==> src/rtl/core/msde_pkg.sv <==
// Shared types and constants for the multichannel switch debouncer.
package msde_pkg;

	localparam int CH_IN_W     = 3;
	localparam int NOW_W       = 48;
	localparam int DT_W        = 24;
	localparam int MASK_W      = 8;
	localparam int CFG_IDX_W   = 2;
	localparam int IN_TDATA_W  = 56;
	localparam int OUT_TDATA_W = 8;

	localparam logic [CFG_IDX_W-1:0] REG_DEBOUNCE_TIME = 2'd0;
	localparam logic [CFG_IDX_W-1:0] REG_ACTIVE_LOW    = 2'd1;

	localparam logic [DT_W-1:0]   DEBOUNCE_RESET = 24'd50000;
	localparam logic [MASK_W-1:0] MASK_RESET     = 8'd0;

	// Debouncer verdict handed to the event tracker
	typedef struct packed {
		logic ch_ok;
		logic filtered;
	} deb_res_t;

	// Result beat fields
	typedef struct packed {
		logic event_initial;
		logic event_valid;
		logic raw_echo;
		logic filtered_state;
	} result_t;

endpackage

==> src/rtl/core/msde_debounce.sv <==
// Per-channel debounce state and the combinational update of one sample.
module msde_debounce #(
	parameter int NUM_CHANNELS = 8,
	parameter int TIME_BITS    = 48,
	parameter int CH_W         = 3
) (
	input  logic                          clk,
	input  logic                          arst_n,
	input  logic                          go,
	input  logic [msde_pkg::CH_IN_W-1:0]  channel,
	input  logic [CH_W-1:0]               ch_idx,
	input  logic                          raw_level,
	input  logic [msde_pkg::NOW_W-1:0]    now_us,
	input  logic [msde_pkg::DT_W-1:0]     debounce_time_us,
	input  logic [msde_pkg::MASK_W-1:0]   active_low_mask,
	output msde_pkg::deb_res_t            res
);
	import msde_pkg::*;

	localparam int CMP_W = (TIME_BITS > DT_W) ? TIME_BITS : DT_W;

	logic [NUM_CHANNELS-1:0] seeded_q;
	logic [NUM_CHANNELS-1:0] stable_q;
	logic [NUM_CHANNELS-1:0] cand_q;
	logic [TIME_BITS-1:0]    start_q [NUM_CHANNELS];

	logic                 ch_ok;
	logic                 active;
	logic                 cur_seeded;
	logic                 cur_stable;
	logic                 cur_cand;
	logic [TIME_BITS-1:0] cur_start;
	logic [TIME_BITS-1:0] now_t;
	logic [TIME_BITS-1:0] elapsed;
	logic                 held;
	logic                 nxt_stable;
	logic                 nxt_cand;
	logic                 load_start;

	assign ch_ok      = int'(channel) < NUM_CHANNELS;
	assign active     = raw_level ^ active_low_mask[channel];
	assign cur_seeded = seeded_q[ch_idx];
	assign cur_stable = stable_q[ch_idx];
	assign cur_cand   = cand_q[ch_idx];
	assign cur_start  = start_q[ch_idx];
	assign now_t      = TIME_BITS'(now_us);
	// wraps modulo 2^TIME_BITS by width
	assign elapsed    = now_t - cur_start;
	assign held       = CMP_W'(elapsed) >= CMP_W'(debounce_time_us);

	always_comb begin
		nxt_stable = cur_stable;
		nxt_cand   = cur_cand;
		load_start = 1'b0;
		if (!cur_seeded) begin
			nxt_stable = active;
			nxt_cand   = active;
			load_start = 1'b1;
		end else if (active != cur_stable) begin
			if (active != cur_cand) begin
				nxt_cand   = active;
				load_start = 1'b1;
			end else if (held) begin
				nxt_stable = cur_cand;
			end
		end else begin
			nxt_cand   = active;
			load_start = 1'b1;
		end
	end

	always_ff @(posedge clk or negedge arst_n) begin
		if (!arst_n) begin
			seeded_q <= '0;
			stable_q <= '0;
			cand_q   <= '0;
			for (int i = 0; i < NUM_CHANNELS; i++) begin
				start_q[i] <= '0;
			end
		end else if (go && ch_ok) begin
			seeded_q[ch_idx] <= 1'b1;
			stable_q[ch_idx] <= nxt_stable;
			cand_q[ch_idx]   <= nxt_cand;
			if (load_start) begin
				start_q[ch_idx] <= now_t;
			end
		end
	end

	assign res.ch_ok    = ch_ok;
	assign res.filtered = ch_ok & nxt_stable;

endmodule

==> src/rtl/core/msde_events.sv <==
// Link session tracking and per-channel event memory.
module msde_events #(
	parameter int NUM_CHANNELS = 8,
	parameter int CH_W         = 3
) (
	input  logic               clk,
	input  logic               arst_n,
	input  logic               go,
	input  logic               link_up,
	input  logic [CH_W-1:0]    ch_idx,
	input  msde_pkg::deb_res_t deb,
	output logic               event_valid,
	output logic               event_initial
);
	import msde_pkg::*;

	logic                    session_q;
	logic [NUM_CHANNELS-1:0] seen_q;
	logic [NUM_CHANNELS-1:0] level_q;

	logic                    link_edge;
	logic                    cur_seen;
	logic                    cur_level;
	logic [NUM_CHANNELS-1:0] seen_nxt;
	logic [NUM_CHANNELS-1:0] level_nxt;

	// either link transition wipes the event memory
	assign link_edge = link_up != session_q;
	assign cur_seen  = !link_edge && seen_q[ch_idx];
	assign cur_level = !link_edge && level_q[ch_idx];

	assign event_valid   = link_up && deb.ch_ok && (!cur_seen || cur_level != deb.filtered);
	assign event_initial = event_valid && !cur_seen;

	always_comb begin
		seen_nxt  = link_edge ? '0 : seen_q;
		level_nxt = link_edge ? '0 : level_q;
		if (event_valid) begin
			seen_nxt[ch_idx]  = 1'b1;
			level_nxt[ch_idx] = deb.filtered;
		end
	end

	always_ff @(posedge clk or negedge arst_n) begin
		if (!arst_n) begin
			session_q <= 1'b0;
			seen_q    <= '0;
			level_q   <= '0;
		end else if (go) begin
			session_q <= link_up;
			seen_q    <= seen_nxt;
			level_q   <= level_nxt;
		end
	end

endmodule

==> src/rtl/core/multichannel_switch_debounce_events_top.sv <==
// Top level of the multichannel switch debouncer with change events.
//
// Input stream (s_axis): one beat is one pin sample of one channel; tuser
// carries the channel index, tdata the raw level, the microsecond time stamp
// and the link status. Output stream (m_axis): exactly one beat per input
// beat, in order, with the debounced state, the raw level echo and the event
// flags.
// Configuration: cfg_wr_en writes cfg_wdata to register cfg_index (0 =
// debounce time in microseconds, 1 = active-low mask); other indexes are
// dropped. Write only while no sample is in flight.
// Path: a beat accepted on s_axis is held in the sample register, then
// written into the result register, which offers it on m_axis.
// Throughput: one beat per cycle unless m_axis stalls. The sample register,
// the debounce update (one time subtract and compare) and the result register
// form one stage, so the next beat reads the channel state each beat writes.
// Stall: while m_axis_tready is low the result register holds; one more
// sample may wait in the input register, then s_axis_tready drops.
// Reset: all channel state, event memory and session flag clear, the
// debounce time returns to 50000 us and the mask to zero.
module multichannel_switch_debounce_events_top #(
	parameter int NUM_CHANNELS = 8,
	parameter int TIME_BITS    = 48
) (
	input  logic                                 clk,
	input  logic                                 arst_n,
	input  logic                                 s_axis_tvalid,
	output logic                                 s_axis_tready,
	// raw_level[0], now_us[48:1], link_up[49], zero fill [55:50]
	input  logic [msde_pkg::IN_TDATA_W-1:0]      s_axis_tdata,
	// channel[2:0]
	input  logic [msde_pkg::CH_IN_W-1:0]         s_axis_tuser,
	output logic                                 m_axis_tvalid,
	input  logic                                 m_axis_tready,
	// filtered_state[0], raw_echo[1], event_valid[2], event_initial[3], zero fill
	output logic [msde_pkg::OUT_TDATA_W-1:0]     m_axis_tdata,
	input  logic                                 cfg_wr_en,
	input  logic [msde_pkg::CFG_IDX_W-1:0]       cfg_index,
	input  logic [msde_pkg::DT_W-1:0]            cfg_wdata
);
	import msde_pkg::*;

	localparam int CH_W = (NUM_CHANNELS > 1) ? $clog2(NUM_CHANNELS) : 1;

	logic [DT_W-1:0]   debounce_time_q;
	logic [MASK_W-1:0] active_low_q;

	logic               valid_s1;
	logic [CH_IN_W-1:0] channel_s1;
	logic               raw_s1;
	logic [NOW_W-1:0]   now_s1;
	logic               link_s1;

	logic    valid_s2;
	result_t result_s2;

	logic           s_accept;
	logic           go;
	logic [CH_W+2:0] ch_ext;
	logic [CH_W-1:0] ch_idx;
	deb_res_t       deb;
	logic           ev_valid;
	logic           ev_initial;

	assign go            = valid_s1 && (!valid_s2 || m_axis_tready);
	assign s_axis_tready = !valid_s1 || go;
	assign s_accept      = s_axis_tvalid && s_axis_tready;

	assign ch_ext = (CH_W + 3)'(channel_s1);
	assign ch_idx = ch_ext[CH_W-1:0];

	always_ff @(posedge clk or negedge arst_n) begin
		if (!arst_n) begin
			debounce_time_q <= DEBOUNCE_RESET;
			active_low_q    <= MASK_RESET;
		end else if (cfg_wr_en) begin
			case (cfg_index)
				REG_DEBOUNCE_TIME: debounce_time_q <= cfg_wdata;
				REG_ACTIVE_LOW:    active_low_q    <= cfg_wdata[MASK_W-1:0];
				default: ;
			endcase
		end
	end

	always_ff @(posedge clk or negedge arst_n) begin
		if (!arst_n) begin
			valid_s1 <= 1'b0;
		end else if (s_accept) begin
			valid_s1 <= 1'b1;
		end else if (go) begin
			valid_s1 <= 1'b0;
		end
	end

	always_ff @(posedge clk) begin
		if (s_accept) begin
			channel_s1 <= s_axis_tuser;
			raw_s1     <= s_axis_tdata[0];
			now_s1     <= s_axis_tdata[NOW_W:1];
			link_s1    <= s_axis_tdata[NOW_W+1];
		end
	end

	msde_debounce #(
		.NUM_CHANNELS(NUM_CHANNELS),
		.TIME_BITS   (TIME_BITS),
		.CH_W        (CH_W)
	) u_debounce (
		.clk             (clk),
		.arst_n          (arst_n),
		.go              (go),
		.channel         (channel_s1),
		.ch_idx          (ch_idx),
		.raw_level       (raw_s1),
		.now_us          (now_s1),
		.debounce_time_us(debounce_time_q),
		.active_low_mask (active_low_q),
		.res             (deb)
	);

	msde_events #(
		.NUM_CHANNELS(NUM_CHANNELS),
		.CH_W        (CH_W)
	) u_events (
		.clk          (clk),
		.arst_n       (arst_n),
		.go           (go),
		.link_up      (link_s1),
		.ch_idx       (ch_idx),
		.deb          (deb),
		.event_valid  (ev_valid),
		.event_initial(ev_initial)
	);

	always_ff @(posedge clk or negedge arst_n) begin
		if (!arst_n) begin
			valid_s2 <= 1'b0;
		end else if (go) begin
			valid_s2 <= 1'b1;
		end else if (m_axis_tready) begin
			valid_s2 <= 1'b0;
		end
	end

	always_ff @(posedge clk) begin
		if (go) begin
			result_s2.filtered_state <= deb.filtered;
			result_s2.raw_echo       <= raw_s1;
			result_s2.event_valid    <= ev_valid;
			result_s2.event_initial  <= ev_initial;
		end
	end

	assign m_axis_tvalid = valid_s2;
	assign m_axis_tdata  = OUT_TDATA_W'(result_s2);

endmodule

==> config.mk <==
export PLATFORM = sky130hd
export DESIGN_NAME = multichannel_switch_debounce_events_top
export DESIGN_NICKNAME = d
export VERILOG_FILES = /design/src/rtl/core/msde_pkg.sv /design/src/rtl/core/msde_debounce.sv /design/src/rtl/core/msde_events.sv /design/src/rtl/core/multichannel_switch_debounce_events_top.sv
export SDC_FILE = /design/constraint.sdc
export NUM_CORES = 1
export LEC_CHECK = 0
export BUFFER_PORTS_ARGS = -buffer_cell sky130_fd_sc_hd__buf_2
export CORE_ASPECT_RATIO = 1.75
export CORE_UTILIZATION = 59
export DETAILED_ROUTE_END_ITERATION = 8
export GPL_TIMING_DRIVEN = 0
export HOLD_SLACK_MARGIN = 0.1
export PLACE_DENSITY = 0.88
export REMOVE_ABC_BUFFERS = 1
export SLEW_MARGIN = 10
export SYNTH_ARGS = -nofsm -noshare
export SYNTH_HDL_FRONTEND = slang
export SYNTH_HIERARCHICAL = 1
export SYNTH_SLANG_ARGS = --single-unit
==> constraint.sdc <==
create_clock -name clk -period 18.5 [get_ports clk]
set_input_delay 3.7 -clock clk [delete_from_list [all_inputs] [get_ports clk]]
set_output_delay 3.7 -clock clk [all_outputs]
set_load 0.03 [all_outputs]
==> impl_metrics.json <==
{
  "slowest_delay_ps": 920,
  "busiest_layer": "met2",
  "drt.antenna.violating_nets": 0,
  "syn-cell-area_mm2": 0.0254,
  "syn_inst": 2082,
  "pwr-share-seq": 0.444,
  "cts_root_buf": "clkbuf_16",
  "core_area_mm2": 0.0425,
  "vias": 18500,
  "p_int_mw": 2.66,
  "grt_util_met2": 0.545,
  "overflow": 0,
  "path_clk_slew_ps": 70,
  "slew_viol_final": 0,
  "yosys.cell_types.count": 87,
  "synth_warnings": 6,
  "finalSetupViolCount": 0,
  "h-tree-depth": 2,
  "grt_util_all_layers": 0.316,
  "cts_buffers": 46,
  "initial_core_util": 0.597,
  "first_pass_iters": 6,
  "critical_path_class": "flip-flop to flip-flop",
  "io_pins": 100,
  "avgViaCountPerCell": 6.79,
  "antenna_found_initial": 0,
  "grtUsageMet1": 0.373,
  "postCtsSetupBuffers": 0,
  "n_antenna_cell": 0,
  "syn_avg_cell_area_um2": 12.2,
  "grtUsageMet3": 0.0423,
  "peakVddDrop_uv": 88.0,
  "period_share": 0.485,
  "clock_sinks": 516,
  "grt_max_degree": 119,
  "nNetsFinal": 2293,
  "die_h_um": 277,
  "hold_class": "flip-flop to flip-flop",
  "rsz0062_at_grt": "false",
  "skew_ps": 12.1,
  "dp_hpwl_mm": 45.7,
  "cap_viol_max_count": 0,
  "final_hold_viol_count": 0,
  "synthFlopType": "dfrtp_1",
  "synth_edf_count": 57,
  "slew_headroom": 0.358,
  "power_density_mw_per_mm2": 140,
  "p_leak_nw": 11.7,
  "dp_cells": 2643,
  "dieArea_mm2": 0.0439,
  "netSwitchingPower_mw": 1.31,
  "max_freq_mhz": 111,
  "drcViolationCount": 0,
  "p_total_mw": 3.97,
  "areaGrowthSynthToFinish_pct": 11.5,
  "cp-start-kind": "flip-flop",
  "clkLatencyLatePin_ps": 570,
  "p_sw_frac": 0.329,
  "worstSetupEndpointType": "flip-flop",
  "cts_resized": 0,
  "rrSetupSlack_ps": 9520,
  "clkPwrFrac": 0.246,
  "timing.final.crit_period_ps": 8980,
  "hold_buffers": 0,
  "wirelength_mm": 68.9,
  "drive_gt1_frac": 0.305,
  "cp_data_arrival_time_ps": 9420,
  "layout.cells.non_filler": 2729,
  "grt_pass1_wl_mm": 109,
  "fp.dieW_um": 159,
  "wl_per_cell_um": 25.3,
  "core.rowCount": 100,
  "tightest_slew_ps": 957,
  "grt_pass1_vias": 19600,
  "gp_congestion": 0.951,
  "seq_area_frac_synth": 0.520,
  "clock_path_buffers": 3,
  "status": "finished clean",
  "crit_required_ps": 18940,
  "fin_setup_tns_ps": 0,
  "port_buffers": 89,
  "ys_seq_elements": 516,
  "cts_tree": "built",
  "drt_iter0_drc": 1862,
  "combinationalPowerShare": 0.309,
  "crit_path_top_delay_cell": "edfxtp_1",
  "ys_async_sr_fraction": 0.890,
  "critical_path_peak_fanout": 20
}
[metrics by stage]
step	utilization	hold slack, ps	cell area, µm²	worst slack [ps]
after global routing	0.666	493	28300	9250
final	0.666	473	28300	9520
after global placement	0.608	451	25900	3360
after floorplan	-	435	24700	9270
after detailed placement	0.630	456	26800	9930
after CTS	0.666	475	28300	9860
[sequential cells by signal, summed over array words and instances (netlist names), 3 cells and up]
signal,count
m_axis_tdata,4
debounce_time_q,24
active_low_q,8
u_events/seen_q,8
u_debounce/stable_q,8
u_debounce/start_q,384
ch_idx,3
now_s1,48
u_events/level_q,8
u_debounce/cand_q,8
u_debounce/seeded_q,8
[layout by cell type (no fill, tap or decap), types with 8 or more instances in the layout]
cell and n:
nor3_1 15, dfrtp_1 453, clkinv_2 9, nor4_1 10, nand2_1 103, a31oi_1 10, buf_2 88, buf_16 14
xnor2_1 24, clkbuf_1 12, a22oi_1 114, mux2_2 411, nor2_1 81, o21a_1 9, o21ai_0 67, o22ai_1 8
ha_1 72, a221oi_1 49, inv_1 37, nand3_1 23, a221o_1 9, edfxtp_1 57, a22o_1 47, clkbuf_16 49
nand2b_1 19, nand4_1 33, a211oi_1 8, mux2i_1 12, a21oi_1 90, buf_12 11, and3_1 50, xor2_1 11
[routing by layer]
layer  vias to the layer above  routed length, µm
met2                       974              35000
li1                       7893                  -
met4                         0               4150
met5                         -                  0
met3                       299               4480
met1                      9374              25200
[cell families after synthesis]
family | count (synthesis) | share of synthesized area
mux | 426 | 0.189
buf+inv | 171 | 0.0326
flops | 516 | 0.520
xor+xnor | 35 | 0.0121
other cells | 2 | 0.000296
fa+ha+maj | 73 | 0.0362
simple gates | 390 | 0.0790
compound gates | 469 | 0.131
[Yosys cell counts, drive strengths merged (3+ instances only)]
cell / count / area share
o311a: 4 / 0.0016
or2: 6 / 0.0015
nor4: 11 / 0.0033
o22a: 3 / 0.0010
a221o: 10 / 0.0040
buf: 76 / 0.016
and3: 52 / 0.013
a21boi: 3 / 0.00089
xor2: 11 / 0.0038
nand3: 27 / 0.0053
nor3: 16 / 0.0032
nand2b: 20 / 0.0050
o21a: 9 / 0.0027
ha: 72 / 0.035
dfstp: 6 / 0.0062
dfrtp: 453 / 0.45
a22oi: 114 / 0.034
or3: 6 / 0.0017
o31ai: 5 / 0.0015
nand4: 35 / 0.0095
o211ai: 7 / 0.0021
nor2: 88 / 0.013
a211oi: 9 / 0.0029
a31oi: 10 / 0.0025
nor3b: 7 / 0.0031
o21ai: 70 / 0.014
a32o: 4 / 0.0016
a221oi: 49 / 0.017
o2111ai: 3 / 0.0010
nor2b: 5 / 0.0012
a21o: 8 / 0.0024
mux2i: 12 / 0.0047
a22o: 47 / 0.016
a21oi: 91 / 0.018
edfxtp: 57 / 0.067
clkbuf: 57 / 0.010
inv: 37 / 0.0055
nand2: 103 / 0.015
xnor2: 24 / 0.0083
and2: 8 / 0.0021
o22ai: 9 / 0.0025
mux2: 412 / 0.18
[power by group through the flow]
stage | registers (mW) | clock network (mW) | logic [mW]
3_3_place_gp | 1.72 | 0 | 1.13
3_5_place_dp | 1.76 | 0 | 1.19
5_1_grt | 1.80 | 1.03 | 1.33
4_1_cts | 1.75 | 0.989 | 1.21
2_1_floorplan | 1.69 | 0 | 0.892
6_report | 1.76 | 0.977 | 1.23
[final cells by class]
| cell class | count | area, µm² |
|---|---|---|
| inverters | 37 | 139 |
| fillers | 2900 | 14200 |
| clock buffers | 64 | 1310 |
| repair buffers | 131 | 1250 |
| flip-flops and latches | 516 | 13200 |
| clock inverters | 22 | 215 |
| well taps | 561 | 702 |
| multi-input cells | 1398 | 11500 |
[worst paths after layout]
check,to,startpoint,depth (start not counted)
min in group asynchronous,u_debounce/start_q[142]$_DFFE_PN0P_,arst_n,1
worst min-delay path,u_debounce/seeded_q[1]$_DFFE_PN0P_,u_debounce/seeded_q[1]$_DFFE_PN0P_,1
max in group asynchronous,u_debounce/start_q[56]$_DFFE_PN0P_,arst_n,3
worst max register to register,u_events/level_q[0]$_DFFE_PN0P_,ch_idx[1]$_DFFE_PP_,28
worst min register to register,u_debounce/seeded_q[1]$_DFFE_PN0P_,u_debounce/seeded_q[1]$_DFFE_PN0P_,1
worst max-delay path,u_events/level_q[0]$_DFFE_PN0P_,ch_idx[1]$_DFFE_PP_,28
[worst max-delay path, delay by kind of cell, from the launching register on]
kind            cells  cell delay (ps)
compound gates     11             2870
buf+inv             3              590
xor+xnor            1              250
fa+ha+maj           2              730
flops               1              920
simple gates       11             3490
Note: power is estimated with default switching activity, not from simulation.
